## src/rtl/ptn_pkg.sv

```systemverilog
// Shared widths, constants and result status codes for the port name parser.
package ptn_pkg;

    localparam int PORT_BITS  = 16;
    localparam int CH_W       = 8;
    localparam int SUB_W      = 8;
    localparam int PORT_W     = PORT_BITS + 1;
    localparam int BASE_W     = 4;
    localparam int DIG_W      = 7;
    localparam int IN_DATA_W  = 16;
    localparam int OUT_DATA_W = 24;

    localparam logic [CH_W-1:0]  CH_NUL   = 8'h00;
    localparam logic [CH_W-1:0]  CH_PLUS  = 8'h2B;
    localparam logic [SUB_W-1:0] MAX_SUB  = 8'd15;

    typedef enum logic [1:0] {
        ST_SYMBOLIC = 2'd0,
        ST_NUMERIC  = 2'd1,
        ST_PASS     = 2'd2,
        ST_FAIL     = 2'd3
    } status_t;

endpackage

```

## src/rtl/port_name_to_number_parser.sv

```systemverilog
// Port name parser: one character per request in, one status/port result per name out.
// A name's last character passes through the input register and then the result register before its result is valid.
// Throughput: one character per cycle; a result can stall while one more character
// waits in the input register, and non-final characters keep flowing past a stalled result.
// The decode is a single registered pass: input register, character classify and
// multiply-by-ten update, result register.
// Reset (rst_n low, async): pipeline empty, parser state back to start of name.
module port_name_to_number_parser
(
    input  logic                            clk,
    input  logic                            rst_n,
    // s_axis_tdata: [7:0] ch, [15:8] subport
    input  logic                            s_axis_tvalid,
    output logic                            s_axis_tready,
    input  logic [ptn_pkg::IN_DATA_W-1:0]   s_axis_tdata,
    input  logic                            s_axis_tlast,   // is_last
    // m_axis_tdata: [16:0] port_number, [20:17] base_subport, [23:21] zero
    output logic                            m_axis_tvalid,
    input  logic                            m_axis_tready,
    output logic [ptn_pkg::OUT_DATA_W-1:0]  m_axis_tdata,
    output logic [1:0]                      m_axis_tuser    // status
);
    import ptn_pkg::*;

    // symbolic name tracker: X, Y, up to two base digits, optional '+'
    typedef enum logic [2:0] {
        SP_FIRST  = 3'd0,
        SP_SECOND = 3'd1,
        SP_XY     = 3'd2,
        SP_ONEDIG = 3'd3,
        SP_TWODIG = 3'd4,
        SP_PLUS   = 3'd5,
        SP_DEAD   = 3'd6
    } sym_phase_t;

    // numeric name tracker: digits then a single trailing '+'
    typedef enum logic [1:0] {
        NP_DIGITS = 2'd0,
        NP_PLUS   = 2'd1,
        NP_DEAD   = 2'd2
    } num_phase_t;

    function automatic logic is_alpha(input logic [CH_W-1:0] c);
        return (c >= 8'h41 && c <= 8'h5A) || (c >= 8'h61 && c <= 8'h7A);
    endfunction

    function automatic logic is_digit(input logic [CH_W-1:0] c);
        return c >= 8'h30 && c <= 8'h39;
    endfunction

    function automatic logic [CH_W-1:0] to_upper(input logic [CH_W-1:0] c);
        return (c >= 8'h61 && c <= 8'h7A) ? c - 8'h20 : c;
    endfunction

    // input register
    logic                   in_valid_reg, in_valid_next;
    logic [CH_W-1:0]        in_ch_reg, in_ch_next;
    logic [SUB_W-1:0]       in_sub_reg, in_sub_next;
    logic                   in_last_reg, in_last_next;

    // parser state
    sym_phase_t             sym_reg, sym_next;
    num_phase_t             num_reg, num_next;
    logic [CH_W-1:0]        first_reg, first_next;
    logic [CH_W-1:0]        second_reg, second_next;
    logic [DIG_W-1:0]       digit_reg, digit_next;
    logic                   rollup_reg, rollup_next;
    logic [PORT_BITS-1:0]   acc_reg, acc_next;
    logic                   ended_reg, ended_next;

    // result register
    logic                   out_valid_reg, out_valid_next;
    status_t                out_status_reg, out_status_next;
    logic [PORT_W-1:0]      out_port_reg, out_port_next;
    logic [BASE_W-1:0]      out_base_reg, out_base_next;

    // state after absorbing the held character
    sym_phase_t             sym_abs;
    num_phase_t             num_abs;
    logic [CH_W-1:0]        first_abs, second_abs;
    logic [DIG_W-1:0]       digit_abs;
    logic                   rollup_abs;
    logic [PORT_BITS-1:0]   acc_abs;
    logic                   ended_abs;

    logic                   s_accept;
    logic                   advance;
    logic [3:0]             dval;
    logic [DIG_W-1:0]       digit_x10;
    logic [PORT_BITS-1:0]   acc_x10;
    logic                   sym_ok;
    logic                   rollup_ok;
    logic [8:0]             combined;
    logic [CH_W-1:0]        y_upper;

    assign s_accept      = s_axis_tvalid && s_axis_tready;
    // final characters need the result slot; others move on regardless
    assign advance       = in_valid_reg && (!in_last_reg || !out_valid_reg || m_axis_tready);
    assign s_axis_tready = !in_valid_reg || advance;

    assign dval      = in_ch_reg[3:0];
    assign digit_x10 = {digit_reg[DIG_W-4:0], 3'b000} + {digit_reg[DIG_W-2:0], 1'b0};
    assign acc_x10   = {acc_reg[PORT_BITS-4:0], 3'b000} + {acc_reg[PORT_BITS-2:0], 1'b0};

    // character absorb
    always_comb
    begin
        sym_abs    = sym_reg;
        num_abs    = num_reg;
        first_abs  = first_reg;
        second_abs = second_reg;
        digit_abs  = digit_reg;
        rollup_abs = rollup_reg;
        acc_abs    = acc_reg;
        ended_abs  = ended_reg;

        if (!ended_reg)
        begin
            if (in_ch_reg == CH_NUL)
            begin
                // NUL ends the name; later characters are ignored
                ended_abs = 1'b1;
            end
            else
            begin
                case (sym_reg)
                    SP_FIRST:
                    begin
                        if (is_alpha(in_ch_reg))
                        begin
                            first_abs = in_ch_reg;
                            sym_abs   = SP_SECOND;
                        end
                        else
                            sym_abs = SP_DEAD;
                    end
                    SP_SECOND:
                    begin
                        if (is_alpha(in_ch_reg) || is_digit(in_ch_reg))
                        begin
                            second_abs = in_ch_reg;
                            sym_abs    = SP_XY;
                        end
                        else
                            sym_abs = SP_DEAD;
                    end
                    SP_XY:
                    begin
                        if (is_digit(in_ch_reg))
                        begin
                            digit_abs = {3'b000, dval};
                            sym_abs   = SP_ONEDIG;
                        end
                        else if (in_ch_reg == CH_PLUS)
                        begin
                            rollup_abs = 1'b1;
                            sym_abs    = SP_PLUS;
                        end
                        else
                            sym_abs = SP_DEAD;
                    end
                    SP_ONEDIG:
                    begin
                        if (is_digit(in_ch_reg))
                        begin
                            digit_abs = digit_x10 + {3'b000, dval};
                            sym_abs   = (digit_abs > 7'd15) ? SP_DEAD : SP_TWODIG;
                        end
                        else if (in_ch_reg == CH_PLUS)
                        begin
                            rollup_abs = 1'b1;
                            sym_abs    = SP_PLUS;
                        end
                        else
                            sym_abs = SP_DEAD;
                    end
                    SP_TWODIG:
                    begin
                        if (in_ch_reg == CH_PLUS)
                        begin
                            rollup_abs = 1'b1;
                            sym_abs    = SP_PLUS;
                        end
                        else
                            sym_abs = SP_DEAD;
                    end
                    default:
                        sym_abs = SP_DEAD;
                endcase

                if (num_reg == NP_DIGITS)
                begin
                    if (is_digit(in_ch_reg))
                        acc_abs = acc_x10 + {{(PORT_BITS-4){1'b0}}, dval};
                    else if (in_ch_reg == CH_PLUS)
                        num_abs = NP_PLUS;
                    else
                        num_abs = NP_DEAD;
                end
                else
                    num_abs = NP_DEAD;
            end
        end
    end

    // end-of-name decode
    assign sym_ok    = sym_abs inside {SP_XY, SP_ONEDIG, SP_TWODIG, SP_PLUS};
    assign rollup_ok = (sym_abs == SP_XY) || rollup_abs;
    assign combined  = {2'b00, digit_abs} + {1'b0, in_sub_reg};
    assign y_upper   = to_upper(second_abs);

    always_comb
    begin
        out_status_next = out_status_reg;
        out_port_next   = out_port_reg;
        out_base_next   = out_base_reg;
        out_valid_next  = out_valid_reg && !m_axis_tready;

        in_valid_next = in_valid_reg;
        in_ch_next    = in_ch_reg;
        in_sub_next   = in_sub_reg;
        in_last_next  = in_last_reg;

        sym_next    = sym_reg;
        num_next    = num_reg;
        first_next  = first_reg;
        second_next = second_reg;
        digit_next  = digit_reg;
        rollup_next = rollup_reg;
        acc_next    = acc_reg;
        ended_next  = ended_reg;

        if (advance)
            in_valid_next = 1'b0;
        if (s_accept)
        begin
            in_valid_next = 1'b1;
            in_ch_next    = s_axis_tdata[CH_W-1:0];
            in_sub_next   = s_axis_tdata[CH_W +: SUB_W];
            in_last_next  = s_axis_tlast;
        end

        if (advance)
        begin
            if (in_last_reg)
            begin
                out_valid_next = 1'b1;
                out_port_next  = '0;
                out_base_next  = '0;
                if (sym_ok)
                begin
                    if ((in_sub_reg != '0 && !rollup_ok) || combined > 9'd15)
                        out_status_next = ST_FAIL;
                    else
                    begin
                        out_status_next = ST_SYMBOLIC;
                        out_base_next   = combined[BASE_W-1:0];
                        // range pair, X[4:0], upper(Y)[5:0], subport[2:0]
                        out_port_next   = {1'b0, (combined[3] ? 2'b10 : 2'b01),
                                           first_abs[4:0], y_upper[5:0], combined[2:0]};
                    end
                end
                else if (num_abs == NP_PLUS)
                begin
                    if (in_sub_reg > MAX_SUB)
                        out_status_next = ST_FAIL;
                    else
                    begin
                        out_status_next = ST_NUMERIC;
                        out_port_next   = {1'b0, acc_abs}
                                        + {{(PORT_W-SUB_W){1'b0}}, in_sub_reg};
                    end
                end
                else
                    out_status_next = (in_sub_reg != '0) ? ST_FAIL : ST_PASS;

                // back to start of name
                sym_next    = SP_FIRST;
                num_next    = NP_DIGITS;
                first_next  = '0;
                second_next = '0;
                digit_next  = '0;
                rollup_next = 1'b0;
                acc_next    = '0;
                ended_next  = 1'b0;
            end
            else
            begin
                sym_next    = sym_abs;
                num_next    = num_abs;
                first_next  = first_abs;
                second_next = second_abs;
                digit_next  = digit_abs;
                rollup_next = rollup_abs;
                acc_next    = acc_abs;
                ended_next  = ended_abs;
            end
        end
    end

    always_ff @(posedge clk or negedge rst_n)
    begin
        if (!rst_n)
        begin
            in_valid_reg   <= 1'b0;
            in_ch_reg      <= '0;
            in_sub_reg     <= '0;
            in_last_reg    <= 1'b0;
            sym_reg        <= SP_FIRST;
            num_reg        <= NP_DIGITS;
            first_reg      <= '0;
            second_reg     <= '0;
            digit_reg      <= '0;
            rollup_reg     <= 1'b0;
            acc_reg        <= '0;
            ended_reg      <= 1'b0;
            out_valid_reg  <= 1'b0;
            out_status_reg <= ST_PASS;
            out_port_reg   <= '0;
            out_base_reg   <= '0;
        end
        else
        begin
            in_valid_reg   <= in_valid_next;
            in_ch_reg      <= in_ch_next;
            in_sub_reg     <= in_sub_next;
            in_last_reg    <= in_last_next;
            sym_reg        <= sym_next;
            num_reg        <= num_next;
            first_reg      <= first_next;
            second_reg     <= second_next;
            digit_reg      <= digit_next;
            rollup_reg     <= rollup_next;
            acc_reg        <= acc_next;
            ended_reg      <= ended_next;
            out_valid_reg  <= out_valid_next;
            out_status_reg <= out_status_next;
            out_port_reg   <= out_port_next;
            out_base_reg   <= out_base_next;
        end
    end

    assign m_axis_tvalid = out_valid_reg;
    assign m_axis_tuser  = out_status_reg;
    assign m_axis_tdata  = {{(OUT_DATA_W-PORT_W-BASE_W){1'b0}}, out_base_reg, out_port_reg};

endmodule

```

## config.mk

```make
export PLATFORM = sky130hd
export DESIGN_NAME = port_name_to_number_parser
export DESIGN_NICKNAME = d
export VERILOG_FILES = /design/src/rtl/ptn_pkg.sv /design/src/rtl/port_name_to_number_parser.sv
export SDC_FILE = /design/constraint.sdc
export NUM_CORES = 1
export LEC_CHECK = 0
export BUFFER_PORTS_ARGS = -buffer_cell sky130_fd_sc_hd__clkbuf_2
export CORE_UTILIZATION = 55
export CTS_CLUSTER_DIAMETER = 60
export DETAILED_ROUTE_END_ITERATION = 8
export PLACE_DENSITY = 0.72
export RECOVER_POWER = 50
export SYNTH_ARGS = -nofsm -noshare
export SYNTH_HDL_FRONTEND = slang
export SYNTH_SLANG_ARGS = --single-unit
```

## constraint.sdc

```tcl
create_clock -name clk -period 9.5 [get_ports clk]
set_input_delay 1.9 -clock clk [delete_from_list [all_inputs] [get_ports clk]]
set_output_delay 1.9 -clock clk [all_outputs]
set_load 0.1 [all_outputs]
```

Yosys cells after proc, flatten, opt, wreduce, memory -nomap -nowiden --
Cells that the tools add are included.
Storage, ports and cells: register bits after elaboration 85, bits of input ports 21, output and inout port bits 28, logic and storage cells 135
Operators by class: add/sub/neg operators 7, magnitude comparators 11, equality and inequality tests 10, mux-type cells 63, reduce and logical (&&, ||, !) cells 28
Operators by type and width (number):
- $mux 16 | 6
- $mux 17 | 3
- $mux 8 | 5
- $mux 7 | 5
- $mux 2 | 13
- $mux 5 | 5
- $ge 8x7->1 const B | 3
- $le 8x7->1 const B | 3
- $mux 3 | 7
- $add 16x8->17 | 1
- $add 16x16->16 | 1
- $add 16x4->16 | 1
- $pmux 3 s5 | 1
- $pmux 7 s2 | 1
- $mux 1 | 13
- $eq 3x2->1 const B | 4
- $add 7x8->9 | 1
- $eq 3x3->1 const B | 3
- $gt 9x4->1 const B | 1
- $eq 8x6->1 const B | 1
- $ge 8x6->1 const B | 1
- $gt 8x4->1 const B | 1
- $le 8x6->1 const B | 1
- $logic_and 1x1->1 | 8
- 19 further kinds | 30

Logic depth before layout (Yosys ltp) --
Gate-level depths: netlist of run 1.
depth after elaboration 15, depth in mapped cells 20, depth with buffers taken out 18

Worst setup path after synthesis of run 1 --
OpenSTA, ideal clock, no wires.
kind in2out, start point input port m_axis_tready, end point output port s_axis_tready, arrival 2.911 ns, required time 7.600 ns, slack 4.689 ns, stages 1, buffers on the path 0, cell sequence nand4b_1
On the way: word-level cells in the longest chain between the ends 3
RTL lines:
- start, declared | line port_name_to_number_parser.sv:19 | input logic m_axis_tready,
- $logic_or 1x1->1 | line port_name_to_number_parser.sv:98 | assign advance = in_valid_reg && (!in_last_reg || !out_valid_reg || m_axis_tready);
- $logic_and 1x1->1 | line port_name_to_number_parser.sv:98
- $logic_or 1x1->1 | line port_name_to_number_parser.sv:99 | assign s_axis_tready = !in_valid_reg || advance;
- end, declared | line port_name_to_number_parser.sv:14 | output logic s_axis_tready,
Every way passes these cells.

==> results.toml, run 1 <==
[floorplan]
die_h_um = 106
ioPinCount = 49
placementRows = 37
start_util_pct = 57.1
dieArea_um2 = 11200
dieWidth_um = 106
core_area_um2 = 10400

[timing]
rsz0062_at_grt = "no"
final-setup-viol-count = 0
holdWs_ps = 473
fmax_mhz = 183
tightest_slew_ps = 2870
finalClockSkew_ps = 11.5
period_needed_ps = 5460
finalMaxSlewViolations = 88
relSlewSlack_pct = -91.1
hold_viol_final = 0
min_period_over_period_pct = 57.5
fin_setup_tns_ps = 0

[final_layout]
multi_input_area_um2 = 3560
synthToLayoutAreaGrowth_pct = 7.79
layout_commonest_cell = "dfrtp_1"
instances_no_fill = 803
final_area_um2 = 6390
register_area_um2 = 2130
antenna_cells = 0
final_cell_mix = "84 x dfrtp_1, 74 x nand2_1, 50 x ha_1"
num-fill-cells = 907
final_layout_size_suffix_gt1_share_pct = 14.7
largest_register_ffs = 17
num-nets-final = 739

[synth]
synth_cells = 633
async_reset_ff_share_pct = 100
seq_area_frac_synth_pct = 35.9
synth.distinct_cells = 76
synth-seq-cells = 85
yosysWarnings = 0
synth_edf_count = 0
syn_avg_cell_area_um2 = 9.36
syn-cell-area_um2 = 5930
ys.flop_type = "dfrtp_1"

[power_and_ir_drop]
irDropWorstVdd_mv = 0.0814
finalPower_mw = 0.875
p_leak_nw = 2.93
p_per_area_nw_per_um2 = 137

[worst_setup_path]
path_max_fanout = 54
worstSetupPathType = "in -> async"
r2r_setup_slack_ps = 4660
worstPathRequired_ps = 9360
path_cells = "clkbuf_1, clkbuf_1"
cp_data_arrival_time_ps = 5320
worstSetupEndpointType = "asynchronous set/reset pin"
worst_path_max_delay_cell = "clkbuf_1"
start_kind = "input port"
slowest_delay_ps = 2130
critical-path-top-delay-family = "buffers and inverters"
crit_top_cell = "clkbuf_1"
critical_path_buf_inv_count = 2

[placement]
place_inst = 787
place.gp.congestion = 0.891
dpl-instance-area_um2 = 6200
port_buffers = 45
detailed_place_hpwl_mm = 10.9

[hold_path]
min_path_type = "reg -> reg"

[status]
violations = "max-capacitance violations, max-slew violations"
status = "complete, but fails checks"

[grt]
track_usage_pct = 28.6
grt_pass1_wl_mm = 25.0
grt_max_degree = 55
grt_overflow = 0
grt_pass1_vias = 5083
antenna_found_initial = 0

[cts]
clkSlewWorstSetupHoldPaths_ps = 100
cts_tree = "yes"
cts_root_buffer = "clkbuf_8"
post_cts_buffers = 0
numCtsBuffers = 9
clk_latency_ps = 370
htree_levels = 3
holdBufCountCts = 0
cts_resized = 0
clock-sinks = 85
cts_buffer_depth = 2

[routing]
remaining_drc_errors = 0
drt_pass1_iterations = 5
via_count = 4961
ant_nets = 0
initialDrtViolationCount = 271
wl_per_cell_um = 18.4
via_per_inst = 6.18
wirelength_mm = 14.8

[job]
cap_viol_max_count = 2
Yosys cell counts, types with 4 or more instances:
library cell | instances | share of area (%)
or3_1 | 4 | 0.42
nand2b_1 | 9 | 0.95
o21ai_0 | 37 | 3.1
o31a_1 | 4 | 0.59
xor2_1 | 8 | 1.2
o21ai_1 | 19 | 1.6
a32o_1 | 4 | 0.68
o31ai_1 | 7 | 0.89
nor2_1 | 42 | 2.7
and2_1 | 5 | 0.53
nor2b_1 | 8 | 0.84
nand2_1 | 74 | 4.7
a21o_1 | 5 | 0.63
mux2_2 | 20 | 3.8
o21a_1 | 5 | 0.63
xnor2_1 | 15 | 2.2
a31oi_1 | 10 | 1.1
nor3b_1 | 5 | 0.63
dfrtp_1 | 84 | 35
nor4_1 | 4 | 0.42
nand3_1 | 6 | 0.51
fa_1 | 6 | 2.0
a22o_1 | 19 | 2.8
o211ai_1 | 6 | 0.76
buf_4 | 8 | 1.0
mux2i_1 | 12 | 2.0
a21oi_1 | 36 | 3.0
nor3_1 | 10 | 0.84
a211oi_1 | 4 | 0.51
ha_1 | 50 | 11
buf_2 | 5 | 0.42
clkbuf_1 | 16 | 1.0
inv_1 | 24 | 1.5
metrics by stage:
stage	setup slack, ps	utilization (%)
floorplan	4690	-
global placement	4940	59.7
detailed placement	4760	59.7
CTS	4680	61.7
global route	3040	61.6
finish	4040	61.6
logic make-up after synthesis:
| kind of cell | synth area share, % |
|---|---|
| buffers and inverters | 4.10 |
| and+or+nand+nor | 17.1 |
| xor gates and xnor gates | 3.40 |
| other | 0.0633 |
| muxes | 6.06 |
| DFF | 35.9 |
| adders and majority gates | 12.6 |
| AOI/OAI and AO/OA | 20.8 |
tightest hold or removal path, delay by kind of cell (launching register included):
family	cells	cell delay, ps
AOI/OAI and AO/OA	1	50
DFF	1	380
and+or+nand+nor	1	40
cell type report:
type | instances | area share, %
clock buffer | 9 | 1.94
timing repair buffer | 47 | 3.66
clock inverter | 7 | 1.19
sequential | 85 | 33.3
multi-input combinational | 495 | 55.8
inverter | 24 | 1.41
tap | 136 | 2.66
power breakdown:
group,leakage (nW),total (mW),switching (mW),internal [mW]
Clock,0.103,0.265,0.161,0.105
Sequential,1.13,0.419,0.0373,0.382
Combinational,1.70,0.191,0.132,0.0592
per-layer routing:
layer | track usage, % | part of all wire (%) | wire, µm | vias to the layer above
met5 | 0 | 0 | 0 | -
met4 | 11.5 | 2.1 | 312 | 0
met3 | 3.59 | 4.2 | 624 | 28
met2 | 48.4 | 49 | 7320 | 121
met1 | 37.0 | 44 | 6540 | 2457
li1 | - | - | - | 2355
worst paths after layout:
check | from | cells past startpoint | endpoint
worst max-delay path | rst_n | 2 | acc_reg[1]
worst min-delay path | m_axis_tuser[1] | 2 | m_axis_tuser[1]
worst max register to register | in_ch_reg[3] | 16 | out_port_reg[2]
worst min register to register | m_axis_tuser[1] | 2 | m_axis_tuser[1]
max in group clk | in_ch_reg[3] | 16 | out_port_reg[2]
min in group asynchronous | rst_n | 1 | acc_reg[6]
(Power assumes the default switching activity.)
==> run 2, diff against run 1 <==
==> constraint.sdc (replaced) <==
create_clock -name clk -period 5.7 [get_ports clk]
set_input_delay 1.14 -clock clk [delete_from_list [all_inputs] [get_ports clk]]
set_output_delay 1.14 -clock clk [all_outputs]
set_load 0.1 [all_outputs]
==> results.toml, run 2 (synthesized netlist as in run 1, its figures left out) <==
[final_layout]
fin_util_pct = 61.5
num-fill-cells = 901
final_cell_mix = "84 x dfrtp_1, 74 x nand2_1, 50 x ha_1"
num-nets-final = 738
final_layout_size_suffix_gt1_share_pct = 14.6
largest_register_ffs = 17
synthToLayoutAreaGrowth_pct = 7.66
antenna_cells = 0
layout_commonest_cell = "dfrtp_1"

[worst_setup_path]
start_kind = "register"
worstPathRequired_ps = 6010
worstSetupPathType = "reg -> reg"
path_max_fanout = 18
cp_data_arrival_time_ps = 5110
worstSetupEndpointType = "register"

[power_and_ir_drop]
p_per_area_nw_per_um2 = 229
irDropWorstVdd_mv = 0.146
p_leak_nw = 2.93

[grt]
grt_pass1_wl_mm = 24.6
grt_pass1_vias = 5031
grt_overflow = 0
grt_max_degree = 86
track_usage_pct = 28.3
antenna_found_initial = 0

[floorplan]
placementRows = 37
ioPinCount = 49
start_util_pct = 57.1
dieWidth_um = 106
dieArea_um2 = 11200
core_area_um2 = 10400
die_h_um = 106

[cts]
holdBufCountCts = 0
cts_buffer_depth = 2
clk_latency_ps = 380
numCtsBuffers = 9
post_cts_buffers = 0
clkSlewWorstSetupHoldPaths_ps = 100
clock-sinks = 85
htree_levels = 3
cts_resized = 0
cts_tree = "yes"
cts_root_buffer = "clkbuf_8"

[placement]
detailed_place_hpwl_mm = 10.7
place.gp.congestion = 0.891
port_buffers = 45

[routing]
wl_per_cell_um = 18.5
initialDrtViolationCount = 382
via_count = 4984
via_per_inst = 6.21
remaining_drc_errors = 0
drt_pass1_iterations = 8
ant_nets = 0
wirelength_mm = 14.9

[timing]
period_needed_ps = 4800
hold_viol_final = 0
fin_setup_tns_ps = 0
fmax_mhz = 208
relSlewSlack_pct = -43.6
finalClockSkew_ps = 17.3
final-setup-viol-count = 0
tightest_slew_ps = 2150
finalMaxSlewViolations = 124
rsz0062_at_grt = "no"
min_period_over_period_pct = 84.3

[status]
violations = "max-capacitance violations, max-slew violations"
status = "complete, but fails checks"

[job]
cap_viol_max_count = 2

[hold_path]
min_path_type = "reg -> reg"
-- run 2: layer usage --
metal  vias to the layer above  wire [µm]  track usage (%)
met1                      2419       6490             36.9
met5                         -          0                0
met3                        45        745             4.64
li1                       2364          -                -
met2                       156       7130             46.1
met4                         0        509             12.6
-- run 2: final timing paths --
check	startpoint	slack [ps]	cells past startpoint	end
worst max-delay path	in_ch_reg[3]	900	16	out_port_reg[2]
worst min-delay path	m_axis_tuser[1]	490	2	m_axis_tuser[1]
worst max register to register	in_ch_reg[3]	900	16	out_port_reg[2]
worst min register to register	m_axis_tuser[1]	490	2	m_axis_tuser[1]
max in group asynchronous	rst_n	3030	1	acc_reg[12]
min in group asynchronous	rst_n	1330	1	acc_reg[6]
-- run 2: worst max-delay path, stage by stage, from the launching register on --
cell and delay [ps]:
dfrtp_1 630, inv_1 160, fa_1 550, inv_1 70
fa_1 450, a21o_1 170, a21oi_1 190, xnor2_1 120
o31ai_1 340, ha_1 300, nor4_1 270, o211ai_1 130
a31o_2 250, a211oi_1 220, mux2i_2 320, or3_1 480
nand3_1 100
-- run 2: per-stage QoR --
step / setup WS [ps] / std cells / total power [mW] / hold WS (ps) / instance area [µm²]
after CTS: 921 / 802 / 1.47 / 494 / 6390
after global placement: 1140 / 786 / 1.02 / 466 / 6190
after detailed placement: 993 / 786 / 1.03 / 470 / 6190
after floorplan: 1540 / 635 / 0.937 / 446 / 5930
after global routing: 489 / 802 / 1.53 / 508 / 6380
final: 896 / 802 / 1.46 / 492 / 6380
-- run 2: layout make-up --
cell class              count  area [µm²]  area share (%)
multi-input cells         495        3560            55.9
flip-flops and latches     85        2130            33.4
repair buffers             46         226            3.55
well taps                 136         170            2.67
clock buffers               9         124            1.94
inverters                  24        90.1            1.41
clock inverters             7        76.3            1.20
-- run 2: report_power, final --
group	switching, mW	internal [mW]
clock network	0.271	0.174
registers	0.0637	0.637
logic	0.221	0.0977
total	0.556	0.908
==> run 3, diff against run 2 <==
--- a/config.mk
+++ b/config.mk
@@ -5,11 +5,12 @@
 export SDC_FILE = /design/constraint.sdc
 export NUM_CORES = 1
 export LEC_CHECK = 0
+export ABC_AREA = 1
 export BUFFER_PORTS_ARGS = -buffer_cell sky130_fd_sc_hd__clkbuf_2
 export CORE_UTILIZATION = 55
 export CTS_CLUSTER_DIAMETER = 60
 export DETAILED_ROUTE_END_ITERATION = 8
-export PLACE_DENSITY = 0.72
+export PLACE_DENSITY = 0.75
 export RECOVER_POWER = 50
 export SYNTH_ARGS = -nofsm -noshare
 export SYNTH_HDL_FRONTEND = slang
==> constraint.sdc (replaced) <==
create_clock -name clk -period 4.18 [get_ports clk]
set_input_delay 0.836 -clock clk [delete_from_list [all_inputs] [get_ports clk]]
set_output_delay 0.836 -clock clk [all_outputs]
set_load 0.1 [all_outputs]
==> results.toml, run 3 <==
[status]
status = "complete, but fails checks"
violations = "max-capacitance violations, max-slew violations"

[cts]
cts_tree = "yes"
cts_buffer_depth = 2
clk_latency_ps = 350
numCtsBuffers = 9
cts_root_buffer = "clkbuf_16"
clkSlewWorstSetupHoldPaths_ps = 60
htree_levels = 3
clock-sinks = 85

[power_and_ir_drop]
p_comb_share_pct = 35.4
power.switching_mw = 1.19
pwr-share-seq_pct = 33.9
p_sw_share_pct = 41.0
clock_power_share_pct = 30.8
p_per_area_nw_per_um2 = 404
irDropWorstVdd_mv = 0.361
p_int_mw = 1.70
p_leak_nw = 4.07

[synth]
yosys-top-cells-area = "dfrtp_1 33%, nand2_1 14%, ha_1 9.7%, inv_1 7.7%, nand3_1 4.5%"
synth_compound_area_share_pct = 12.8
synth_xor_area_share_pct = 2.04
synth-adder-area-share_pct = 11.6
synth_edf_count = 0
synth.most_common_cell = "nand2_1"
ys_top_cells_by_count = "243 x nand2_1, 133 x inv_1, 84 x dfrtp_1, 58 x nand3_1, 53 x nor2_1"
synth_cells = 884
synth_top_family_by_area = "simple AND/OR/NAND/NOR gates"
syn_avg_cell_area_um2 = 7.29
yosysWarnings = 0
synth.distinct_cells = 51
async_reset_ff_share_pct = 100
seq_area_frac_synth_pct = 33.0
ys.flop_type = "dfrtp_1"
synthMuxAreaShare_pct = 1.40
syn-cell-area_um2 = 6440
synth-seq-cells = 85
synth_top_area_cell = "dfrtp_1"
synth_top_cell_area_share_pct = 32.6
synthSimpleGateAreaFrac_pct = 28.9

[floorplan]
placementRows = 39
core_area_um2 = 11400
dieArea_um2 = 12200
ioPinCount = 49
die_h_um = 110
dieWidth_um = 110
start_util_pct = 56.4

[timing]
period_needed_ps = 3880
hold_viol_final = 0
final-setup-viol-count = 0
tightest_slew_ps = 1750
finalMaxSlewViolations = 70
fmax_mhz = 258
min_period_over_period_pct = 92.9
finalClockSkew_ps = 6.07
relSlewSlack_pct = -16.6
fin_setup_tns_ps = 0

[final_layout]
antenna_cells = 0
largest_register_ffs = 17
fin_util_pct = 62.6
layout_commonest_cell = "nand2_1"
final_area_um2 = 7150
num-nets-final = 1009
num-fill-cells = 1079
instances_no_fill = 1080
synthToLayoutAreaGrowth_pct = 10.9
final_cell_mix = "242 x nand2_1, 133 x inv_1, 84 x dfrtp_1"
final_layout_size_suffix_gt1_share_pct = 13.7

[grt]
track_usage_pct = 28.2
antenna_found_initial = 0
grt_max_degree = 70
grt_overflow = 0
grt_pass1_wl_mm = 25.8
grt_pass1_vias = 5401

[worst_setup_path]
path_max_fanout = 8
worstPathRequired_ps = 4470
worstSetupPathType = "reg -> reg"
reg2reg_from = "in_ch_reg[3]"
cp_data_arrival_time_ps = 4170
start_kind = "register"
worstSetupEndpointType = "register"
crit_start = "in_ch_reg[3]"

[placement]
place_inst = 1063
detailed_place_hpwl_mm = 12.0
dpl-instance-area_um2 = 6820
place.gp.congestion = 0.932
port_buffers = 45

[routing]
ant_nets = 0
remaining_drc_errors = 0
wl_per_cell_um = 14.8
via_per_inst = 5.46
drt_pass1_iterations = 5
via_count = 5898
wirelength_mm = 16.0
initialDrtViolationCount = 402

[job]
cap_viol_max_count = 1

[hold_path]
hp-start = "m_axis_tuser[1]"
min_path_type = "reg -> reg"
==> run 3: cell count changes in the layout (fill, tap and decap cells not counted), moves of 14 or more <==
cell	previous run	this run
o21ai_1	20	4
o22ai_1	3	30
inv_1	24	133
nand2_1	74	242
a22o_1	19	5
nand3_1	6	57
==> run 3: through the flow <==
stage	hold slack, ps	setup slack [ps]	total power [mW]
6_report	488	297	2.89
5_1_grt	512	-9.65	3.03
4_1_cts	486	218	2.89
3_5_place_dp	469	240	2.01
3_3_place_gp	464	294	2.00
2_1_floorplan	465	536	1.77
==> run 3: worst paths after layout <==
check | end | cells after the start | slack (ps)
setup / recovery | out_port_reg[15] | 24 | 300
hold / removal | m_axis_tuser[1] | 2 | 490
setup reg to reg | out_port_reg[15] | 24 | 300
hold reg to reg | m_axis_tuser[1] | 2 | 490
max in group asynchronous | in_valid_reg | 2 | 1690
min in group asynchronous | acc_reg[15] | 1 | 940
==> run 3: timing repair <==
action / in CTS / in global routing
setup endpoints to repair: 0 / 9
setup buffers: 0 / 1
gates resized for setup: 0 / 4
hold buffers: 0 / 0
==> run 3: area by class of cell <==
cell class / instances / area (µm²) / area share [%]
Clock buffer: 11 / 243 / 3.40
Clock inverter: 5 / 82.6 / 1.16
Inverter: 142 / 533 / 7.46
Multi-Input combinational cell: 637 / 3680 / 51.6
Sequential cell: 85 / 2130 / 29.8
Tap cell: 143 / 179 / 2.50
Timing Repair Buffer: 57 / 295 / 4.13
==> run 3: critical path: stages (launching register included) <==
cell and delay, ps:
dfrtp_1 370, buf_4 180, fa_1 560, inv_1 70, fa_1 460, inv_1 120, nand3_1 70, nand2_1 120
xnor2_1 140, o21ai_0 130, ha_1 390, nand2_1 70, nor2_1 90, nand2_1 60, nand3_1 100, a21oi_1 90
a21oi_2 160, nand2_2 100, nor2_1 130, nand2_1 70, nand2_1 60, nand3_1 70, nand2_1 80, nand2_1 50
nand2_1 70
==> run 3: kinds of logic (layout without fill, tap and decap cells) <==
| logic type | Yosys count | count (layout) |
|---|---|---|
| buf+inv | 164 | 215 |
| other cells | 1 | 3 |
| simple gates | 419 | 419 |
| xor+xnor | 15 | 15 |
| compound gates | 136 | 136 |
| flops | 85 | 85 |
| fa+ha+maj | 56 | 56 |
| mux | 8 | 8 |
==> run 3: power by group through the flow <==
| stage | registers, mW | clock network [mW] | logic, mW |
|---|---|---|---|
| after global placement | 0.990 | 0 | 1.01 |
| final | 0.979 | 0.889 | 1.02 |
| after detailed placement | 0.989 | 0 | 1.02 |
| after floorplan | 1.20 | 0 | 0.569 |
| after global routing | 0.988 | 0.927 | 1.12 |
| after CTS | 0.977 | 0.896 | 1.02 |
==> run 3: layer usage <==
layer / up-vias / global-route usage [%] / share of wire (%)
li1: 2954 / - / -
met1: 2748 / 37.3 / 46
met2: 170 / 48.2 / 48
met3: 26 / 3.23 / 5.0
met4: 0 / 9.12 / 1.8
met5: - / 0 / 0
